## config.mk

```make
export PLATFORM = sky130hd
export DESIGN_NAME = ilm_muldiv
export DESIGN_NICKNAME = d
export VERILOG_FILES = /design/src/hdl/ilm_pkg.sv /design/src/hdl/ilm_muldiv.sv
export SDC_FILE = /design/constraint.sdc
export NUM_CORES = 1
export LEC_CHECK = 0
export BUFFER_PORTS_ARGS = -buffer_cell sky130_fd_sc_hd__buf_2
export CORE_MARGIN = 1
export CORE_UTILIZATION = 45
export CTS_BUF_LIST = sky130_fd_sc_hd__clkbuf_4 sky130_fd_sc_hd__clkbuf_8
export DETAILED_ROUTE_END_ITERATION = 8
export PLACE_DENSITY = 0.69
export SLEW_MARGIN = 15
export SYNTH_ARGS = -nofsm -noshare
export SYNTH_HDL_FRONTEND = slang
export SYNTH_SLANG_ARGS = --single-unit
```

## constraint.sdc

```tcl
create_clock -name clk -period 5.1 [get_ports clk]
set_clock_uncertainty 0.1 [all_clocks]
set_input_delay 1.275 -clock clk [delete_from_list [all_inputs] [get_ports clk]]
set_output_delay 1.275 -clock clk [all_outputs]
set_load 0.005 [all_outputs]
```

## src/hdl/ilm_pkg.sv

```systemverilog
`timescale 1ns / 1ps
// ----------------------------------------------------------------------------
// Interrupt latency monitor package
// Shared constants, codes and control structs for the monitor and its units.
// ----------------------------------------------------------------------------
package ilm_pkg;

  // Field widths.
  localparam int unsigned TICK_RATE_W = 40;
  localparam int unsigned PTR_BYTES_W = 4;
  localparam int unsigned TIME_W      = 64;
  localparam int unsigned END_W       = 63;
  localparam int unsigned ADDR_W      = 64;
  localparam int unsigned COUNT_W     = 32;
  localparam int unsigned US_W        = 40;
  localparam int unsigned PROD_W      = 96;
  localparam int unsigned DEN_W       = 72;
  localparam int unsigned MPLIER_W    = 32;
  localparam int unsigned CFG_IDX_W   = 2;

  // Item kinds.
  localparam logic [1:0] KIND_LATENCY = 2'd0;
  localparam logic [1:0] KIND_IMAGE   = 2'd1;
  localparam logic [1:0] KIND_QUERY   = 2'd2;

  // Accepted opcodes.
  localparam logic [7:0] OPC_LAT_LO   = 8'd66;
  localparam logic [7:0] OPC_LAT_HI   = 8'd69;
  localparam logic [7:0] OPC_IMG_LOAD = 8'd10;
  localparam logic [7:0] OPC_IMG_A    = 8'd3;
  localparam logic [7:0] OPC_IMG_B    = 8'd4;

  // Microseconds in Q.8 per second: 1e6 * 256.
  localparam logic [27:0] US_Q8_SCALE = 28'd256000000;

  // Configuration register indexes and reset values.
  localparam logic [CFG_IDX_W-1:0] CFG_TICK_RATE = 2'd0;
  localparam logic [CFG_IDX_W-1:0] CFG_PTR_BYTES = 2'd1;
  localparam logic [TICK_RATE_W-1:0] TICK_RATE_RST = 40'd10000000;
  localparam logic [PTR_BYTES_W-1:0] PTR_BYTES_RST = 4'd8;

  // Operation codes of the shared arithmetic unit.
  typedef enum logic [1:0] {
    MD_MUL = 2'b01,
    MD_DIV = 2'b10
  } md_op_t;

  typedef struct packed {
    logic   start;
    md_op_t op;
  } md_req_t;

  typedef struct packed {
    logic busy;
    logic done;
  } md_rsp_t;

endpackage

```

## src/hdl/ilm_muldiv.sv

```systemverilog
`timescale 1ns / 1ps
// ----------------------------------------------------------------------------
// Shared multiply/divide unit
// Shift-add multiplier and restoring divider around one 96-bit adder.
// ----------------------------------------------------------------------------
module ilm_muldiv (
  input  logic                         clk,
  input  logic                         rst_n,
  input  ilm_pkg::md_req_t             req,
  input  logic [63:0]                  mcand_i,
  input  logic [ilm_pkg::MPLIER_W-1:0] mplier_i,
  input  logic [ilm_pkg::PROD_W-1:0]   num_i,
  input  logic [ilm_pkg::DEN_W-1:0]    den_i,
  output ilm_pkg::md_rsp_t             rsp,
  output logic [ilm_pkg::PROD_W-1:0]   prod_o,
  output logic [ilm_pkg::US_W-1:0]     quot_o
);

  typedef enum logic [2:0] {
    S_IDLE = 3'b001,
    S_MUL  = 3'b010,
    S_DIV  = 3'b100
  } md_state_t;

  md_state_t                      state_r, state_nxt;
  logic [5:0]                     step_r, step_nxt;
  logic [ilm_pkg::PROD_W-1:0]     acc_r, acc_nxt;
  logic [ilm_pkg::PROD_W-1:0]     opb_r, opb_nxt;
  logic [ilm_pkg::MPLIER_W-1:0]   mplier_r, mplier_nxt;
  logic [ilm_pkg::US_W-1:0]       quot_r, quot_nxt;
  logic                           sat_r, sat_nxt;
  logic                           done_r, done_nxt;
  logic [ilm_pkg::PROD_W-1:0]     opa;
  logic [ilm_pkg::PROD_W-1:0]     addend;
  logic [ilm_pkg::PROD_W:0]       sum;
  logic [ilm_pkg::PROD_W-1:0]     trial;

  // One adder: accumulate in multiply, trial subtract in divide.
  always_comb begin
    trial  = {acc_r[ilm_pkg::PROD_W-2:0], quot_r[ilm_pkg::US_W-1]};
    opa    = (state_r == S_DIV) ? trial : acc_r;
    addend = (state_r == S_DIV) ? ~opb_r : opb_r;
    sum    = {1'b0, opa} + {1'b0, addend} + {{ilm_pkg::PROD_W{1'b0}}, (state_r == S_DIV)};
  end

  // Sequencer.
  always_comb begin
    state_nxt  = state_r;
    step_nxt   = step_r;
    acc_nxt    = acc_r;
    opb_nxt    = opb_r;
    mplier_nxt = mplier_r;
    quot_nxt   = quot_r;
    sat_nxt    = sat_r;
    done_nxt   = 1'b0;
    case (state_r)
      S_IDLE: begin
        if (req.start && req.op == ilm_pkg::MD_MUL) begin
          acc_nxt    = '0;
          opb_nxt    = {32'd0, mcand_i};
          mplier_nxt = mplier_i;
          step_nxt   = 6'd32;
          state_nxt  = S_MUL;
        end else if (req.start && req.op == ilm_pkg::MD_DIV) begin
          // The quotient saturates when the top part already reaches the divisor.
          acc_nxt   = {40'd0, num_i[ilm_pkg::PROD_W-1:ilm_pkg::US_W]};
          opb_nxt   = {24'd0, den_i};
          quot_nxt  = num_i[ilm_pkg::US_W-1:0];
          sat_nxt   = ({40'd0, num_i[ilm_pkg::PROD_W-1:ilm_pkg::US_W]} >= {24'd0, den_i});
          step_nxt  = 6'd40;
          state_nxt = S_DIV;
        end
      end
      S_MUL: begin
        if (mplier_r[0]) begin
          acc_nxt = sum[ilm_pkg::PROD_W-1:0];
        end
        opb_nxt    = {opb_r[ilm_pkg::PROD_W-2:0], 1'b0};
        mplier_nxt = {1'b0, mplier_r[ilm_pkg::MPLIER_W-1:1]};
        step_nxt   = step_r - 6'd1;
        if (step_r == 6'd1) begin
          done_nxt  = 1'b1;
          state_nxt = S_IDLE;
        end
      end
      S_DIV: begin
        // Carry out set means the trial remainder reached the divisor.
        acc_nxt  = sum[ilm_pkg::PROD_W] ? sum[ilm_pkg::PROD_W-1:0] : trial;
        quot_nxt = {quot_r[ilm_pkg::US_W-2:0], sum[ilm_pkg::PROD_W]};
        step_nxt = step_r - 6'd1;
        if (step_r == 6'd1) begin
          done_nxt  = 1'b1;
          state_nxt = S_IDLE;
        end
      end
      default: begin
        state_nxt = S_IDLE;
      end
    endcase
  end

  always_ff @(posedge clk) begin
    if (!rst_n) begin
      state_r <= S_IDLE;
      step_r  <= '0;
      done_r  <= 1'b0;
    end else begin
      state_r <= state_nxt;
      step_r  <= step_nxt;
      done_r  <= done_nxt;
    end
  end

  always_ff @(posedge clk) begin
    acc_r    <= acc_nxt;
    opb_r    <= opb_nxt;
    mplier_r <= mplier_nxt;
    quot_r   <= quot_nxt;
    sat_r    <= sat_nxt;
  end

  assign rsp.busy = (state_r != S_IDLE);
  assign rsp.done = done_r;
  assign prod_o   = acc_r;
  assign quot_o   = sat_r ? {ilm_pkg::US_W{1'b1}} : quot_r;

endmodule

```

==> results.ini, run 1 <==
[floorplan]
dieWidth_um = 224
io_pins = 407
die-area_um2 = 50100
std_cell_rows = 80
initial_core_util = 0.460
dieHeight_um = 224
core_um2 = 48100

[clock_tree]
cts_tree = yes
clk_latency_ns = 0.65
path_clk_slew_ns = 0.06
clock_sinks = 275
root_buffer = clkbuf_8
clockBufferDepth = 3
numCtsBuffers = 51
cts_max_level = 2

[grt]
track_usage = 0.292
grt_max_degree = 102
antenna_found_initial = 3
grt_pass1_vias = 21200
grt_pass1_wl_mm = 116
grt_remaining_overflow = 0

[yosys]
synth_edf_count = 265
avgSynthCellArea_um2 = 8.09
syn_nets = 3159
synth_common_cells = nand2_1 (789), edfxtp_1 (265), nor2_1 (160), o21ai_0 (154), ha_1 (153)
synth_top_area_share = 0.360
synth_area_leaders = edfxtp_1 (36%), nand2_1 (13%), ha_1 (8.7%), xnor2_1 (5.9%), o21ai_0 (3.5%)
synthMostInstantiatedCell = nand2_1
yosys_warnings = 0
synth_cells = 2736
synth_top_area_cell = edfxtp_1
synth-async-reset-ratio = 0
ys.flop_type = edfxtp_1
synth.distinct_cells = 73
ys_seq_area_frac = 0.369
netlist_area_um2 = 22100
ys_ff_latch = 275

[power]
p_comb_frac = 0.314
power.total_mw = 7.51
power_switching_mw = 2.58
p_seq_frac = 0.378
p_leak_nw = 12.0
power.density_nw_per_um2 = 284
peakVddDrop_mv = 0.182
cell_internal_pwr_mw = 4.93
swShare = 0.344
clkPwrFrac = 0.308

[route]
vias_per_cell = 5.66
wl_mm = 74.8
post_drt_wl_per_cell_um = 19.6
vias = 21600
drc_errors = 0
ant_nets = 0
drtIter0Drc = 1817
dr.pass1.iters = 5

[sta]
tightestPinTransition_ns = 1.09
min_period_over_period = 0.966
slew_headroom = 0.272
tns_ns = 0
hold_viol = 0
setup_viol = 0
post-route-min-period_ns = 4.93
rsz0062_at_grt = no
clock.fmax_mhz = 203
finalMaxSlewViolations = 0

[final_layout]
syn_to_final_growth_pct = 19.6
antenna_cells = 0
fin_nets = 3543
drive_gt1_frac = 0.213
final_util = 0.550

[placement]
gp_congestion = 0.977
hpwl_mm = 56.9
io_buffers = 406

[outcome]
status = finished, final reports clean

[worst_setup_path]
crit_family = compound AO/OA/AOI/OAI gates
critical-path-max-stage-delay_ns = 0.50
cp.arrival_ns = 5.19
worstPathMaxFanout = 9
crit_top_cell = buf_4
slowest_stage = or3b_4
path_buf_inv = 5
crit_type = reg -> reg
endpoint_kind = flip-flop
worstPathRequired_ns = 5.37
critPathLaunchType = flip-flop
crit_path_cell_trace = or3b_4 > buf_4 > buf_4 > nand2_1 > nand2_1 > ha_1 > nand2_1 > o21ai_0 > a211oi_1 > buf_4 > o211ai_1 > a22oi_2 > a21oi_1 > buf_4 > a41oi_1 > buf_4 > o31ai_1 > a31oi_1 > xor2_1 > o21ai_1

[run]
maxCapViolCount = 0

[min_path]
min_path_type = reg -> reg

-- state kept, by name, indices dropped and copies added, names as in the netlist --
signal,count
done_r,1
prod_o,96
quot_r,40
mplier_r,32
sat_r,1
state_r,3
step_r,6
opb_r,96
-- stage by stage --
stage          hold WS, ns  cell area (um2)  std cells  setup WS [ns]
6_report             0.396            26500       3814          0.175
5_1_grt              0.436            26500       3814         0.0348
4_1_cts              0.399            26300       3811         0.0406
3_5_place_dp         0.391            25200       3716        -0.0699
3_3_place_gp         0.357            25200       3716        -0.0173
2_1_floorplan        0.332            22100       2736       0.000541
-- cells by family after synthesis --
kind of cell | count (synthesis) | synth area share
AOI/OAI and AO/OA | 663 | 0.191
muxes | 12 | 0.00543
DFF | 275 | 0.369
xor gates and xnor gates | 189 | 0.0748
and+or+nand+nor | 1181 | 0.226
adders and majority gates | 154 | 0.0874
buffers and inverters | 262 | 0.0464
-- worst register-to-register path, delay by kind of cell, from the launching register on --
kind,cells,cell delay [ns]
AO/OA/AOI/OAI,9,1.99
buffers and inverters,5,0.91
AND/OR/NAND/NOR,4,0.72
flip-flops,1,0.39
adder cells (fa/ha/maj),1,0.39
XOR/XNOR,1,0.16
-- layout by cell type, fill, tap and decap left out, types with 10 or more instances in the layout --
cell type and count:
nand3_1 21, or2_2 43, clkbuf_4 16, nor4_1 10, a21oi_1 141, nor2b_1 10
a22oi_1 54, mux2i_1 12, clkbuf_8 57, o21bai_1 20, a31oi_1 78, a21o_1 83
nand4_1 54, buf_2 406, o21ai_0 153, inv_1 92, xnor2_1 148, nand2_1 787
nor3_1 19, buf_4 79, buf_12 12, o21a_1 14, edfxtp_1 265, a21boi_0 10
xor2_1 41, o21ai_1 22, nor2_1 156, a22o_1 10, ha_1 150, and3_1 34
o211ai_1 10
-- final timing paths --
kind,cells after the start,to,start,slack (ns)
setup reg to reg,20,prod_o[82],state_r[2],0.17
hold / removal,1,step_r[4],step_r[4],0.40
hold reg to reg,1,step_r[4],step_r[4],0.40
setup / recovery,20,prod_o[82],state_r[2],0.17
-- area by class of cell --
cell class | count | area, um2
fillers | 4566 | 21700
multi-input cells | 2200 | 13100
flip-flops and latches | 275 | 8160
repair buffers | 500 | 2930
clock buffers | 73 | 905
well taps | 656 | 821
inverters | 92 | 345
clock inverters | 18 | 176
-- timing repair --
action                     CTS  global route
gates resized for setup      4            23
hold buffers                 0             0
buffers inserted             3             2
gates cloned                 1             1
setup endpoints to repair   58            96
pin swaps                    0             7
-- per-layer routing --
metal | share of wire | vias to the layer above | GRT usage
met5 | 0.00057 | - | 0
met2 | 0.47 | 798 | 0.486
met1 | 0.44 | 10300 | 0.387
met4 | 0.026 | 6 | 0.0804
met3 | 0.069 | 121 | 0.0539
li1 | - | 10400 | -
-- power groups by stage --
stage	Combinational (mW)	Sequential [mW]	Clock, mW
finish	2.36	2.84	2.32
detailed placement	2.29	2.88	0
CTS	2.31	2.84	2.35
global placement	2.28	2.88	0
global route	2.58	2.86	2.44
floorplan	1.46	2.85	0
Note: power is estimated with default switching activity, not from simulation.
==> run 2, diff against run 1 <==
Settings changed: CELL_PAD_IN_SITES_DETAIL_PLACEMENT set to 1, CELL_PAD_IN_SITES_GLOBAL_PLACEMENT set to 2, CORE_UTILIZATION 45 to 31, PLACE_DENSITY 0.69 to not set, PLACE_DENSITY_LB_ADDON set to 0.1.
==> results.ini, run 2 (synthesis results as in run 1) <==
[outcome]
status = finished, final reports clean

[grt]
grt_max_degree = 104
antenna_found_initial = 6
grt_pass1_wl_mm = 134
top_usage_layer = met2
met2_usage = 0.390
use_met3 = 0.0376
use_met1 = 0.307
track_usage = 0.234
grt_remaining_overflow = 0
grt_pass1_vias = 22900

[sta]
rsz0062_at_grt = yes
post-route-min-period_ns = 5.02
hold_viol = 0
slew_headroom = 0.265
min_period_over_period = 0.984
tns_ns = 0
tightestPinTransition_ns = 1.10
finalMaxSlewViolations = 0
whs_ns = 0.370
clock.fmax_mhz = 199
timing.final.ws_setup_ns = 0.0821
setup_viol = 0

[floorplan]
dieWidth_um = 269
die-area_um2 = 72500
dieHeight_um = 269
std_cell_rows = 97
initial_core_util = 0.315
io_pins = 407
core_um2 = 70300

[power]
peakVddDrop_mv = 0.132
p_leak_nw = 12.2
power.density_nw_per_um2 = 284

[placement]
pre_cts_ws_ns = -0.103
gp_congestion = 0.892
io_buffers = 406
hpwl_mm = 68.0

[run]
maxCapViolCount = 0

[worst_setup_path]
path_buf_inv = 6
worstPathRequired_ns = 5.39
rrSetupSlack_ns = 0.08
crit_type = reg -> reg
crit_family = compound AO/OA/AOI/OAI gates
rr_endpoint = prod_o[68]
slowest_stage = or3b_4
reg2reg_from = state_r[1]
worstPathMaxFanout = 82
crit_path_cell_trace = or3b_4 > buf_12 > xnor2_1 > ha_1 > buf_4 > a21oi_1 > o21ai_0 > and3_1 > o31a_1 > a211oi_2 > buf_4 > o41ai_4 > a41oi_4 > o41ai_4 > buf_4 > buf_12 > a21oi_4 > buf_12 > o21ai_0
endpoint_kind = flip-flop
critical-path-max-stage-delay_ns = 0.42
cp.arrival_ns = 5.30
ff2ff_path_depth = 19
critPathLaunchType = flip-flop

[clock_tree]
cts_tree = yes
clockBufferDepth = 3
clock_sinks = 275
cts_max_level = 2
path_clk_slew_ns = 0.06
numCtsBuffers = 56
postCtsHoldBufs = 0
clk_latency_ns = 0.67
root_buffer = clkbuf_8

[final_layout]
drive_gt1_frac = 0.221
fin_nets = 3581
layout_commonest_cell = nand2_1
final_util = 0.384
layout_common_cells = nand2_1 (787), buf_2 (406), edfxtp_1 (265), nor2_1 (157), o21ai_0 (152)
fill_cells = 8512
syn_to_final_growth_pct = 22.0

[route]
vias = 21400
vias_per_cell = 5.17
drc_errors = 0
post_drt_wl_per_cell_um = 20.9
ant_nets = 0
dr.pass1.iters = 5
drtIter0Drc = 969
wl_mm = 86.6

[min_path]
hold_depth = 1
min_path_type = reg -> reg
holdPathEnd = step_r[4]
worstHoldStart = step_r[4]

run 2: cell count changes in the layout (fill, tap and decap cells not counted), sizes merged:
| cell | before | now |
|---|---|---|
| clkbuf | 74 | 80 |
| clkinv | 14 | 21 |
| bufinv | 3 | 1 |
| buf | 499 | 534 |
| or3b | 2 | 1 |
| diode | 0 | 4 |
| clkinvlp | 0 | 1 |
run 2: area by class of cell:
| type | instances | area [um2] | share of cell area |
|---|---|---|---|
| clock buffers | 80 | 951 | 0.0352 |
| flip-flops and latches | 275 | 8160 | 0.302 |
| diodes | 4 | 10.0 | 0.000371 |
| multi-input cells | 2199 | 13100 | 0.485 |
| clock inverters | 24 | 151 | 0.00561 |
| repair buffers | 534 | 3120 | 0.116 |
| well taps | 940 | 1180 | 0.0436 |
| inverters | 92 | 345 | 0.0128 |
run 2: where the power goes:
part	internal [mW]	switching [mW]	leakage (nW)
combinational	0.990	1.48	8.99
clock	1.25	1.10	0.593
sequential	2.69	0.158	2.58
run 2: how the worst max path moves through the flow:
stage,depth (start not counted),startpoint,end,slack [ns]
floorplan,5,req[2],opb_r[0],0.0005
global placement,17,state_r[1],prod_o[2],0.04
detailed placement,17,state_r[1],prod_o[9],-0.10
CTS,18,state_r[1],prod_o[1],0.04
global route,19,state_r[1],prod_o[71],-0.05
finish,19,state_r[1],prod_o[68],0.08
run 2: routing by layer:
| layer | wire [um] | up-vias |
|---|---|---|
| met5 | 21 | - |
| met4 | 2550 | 4 |
| met3 | 3560 | 128 |
| met2 | 40700 | 411 |
| met1 | 39800 | 10400 |
| li1 | - | 10500 |
run 2: stage by stage:
step	instances	cell area, um2	total power, mW
CTS	4143	26900	7.75
global placement	4037	25800	5.31
global route	4147	27000	8.10
finish	4148	27000	7.66
floorplan	2736	22100	4.31
detailed placement	4037	25800	5.33
run 2: repair_timing:
| action | in CTS | in global routing |
|---|---|---|
| gates cloned | 0 | 0 |
| setup endpoints to repair | 22 | 95 |
| endpoints found under the hold margin | 0 | 0 |
| resized for setup | 1 | 16 |
| pin swaps | 1 | 1 |
| setup buffers | 2 | 1 |
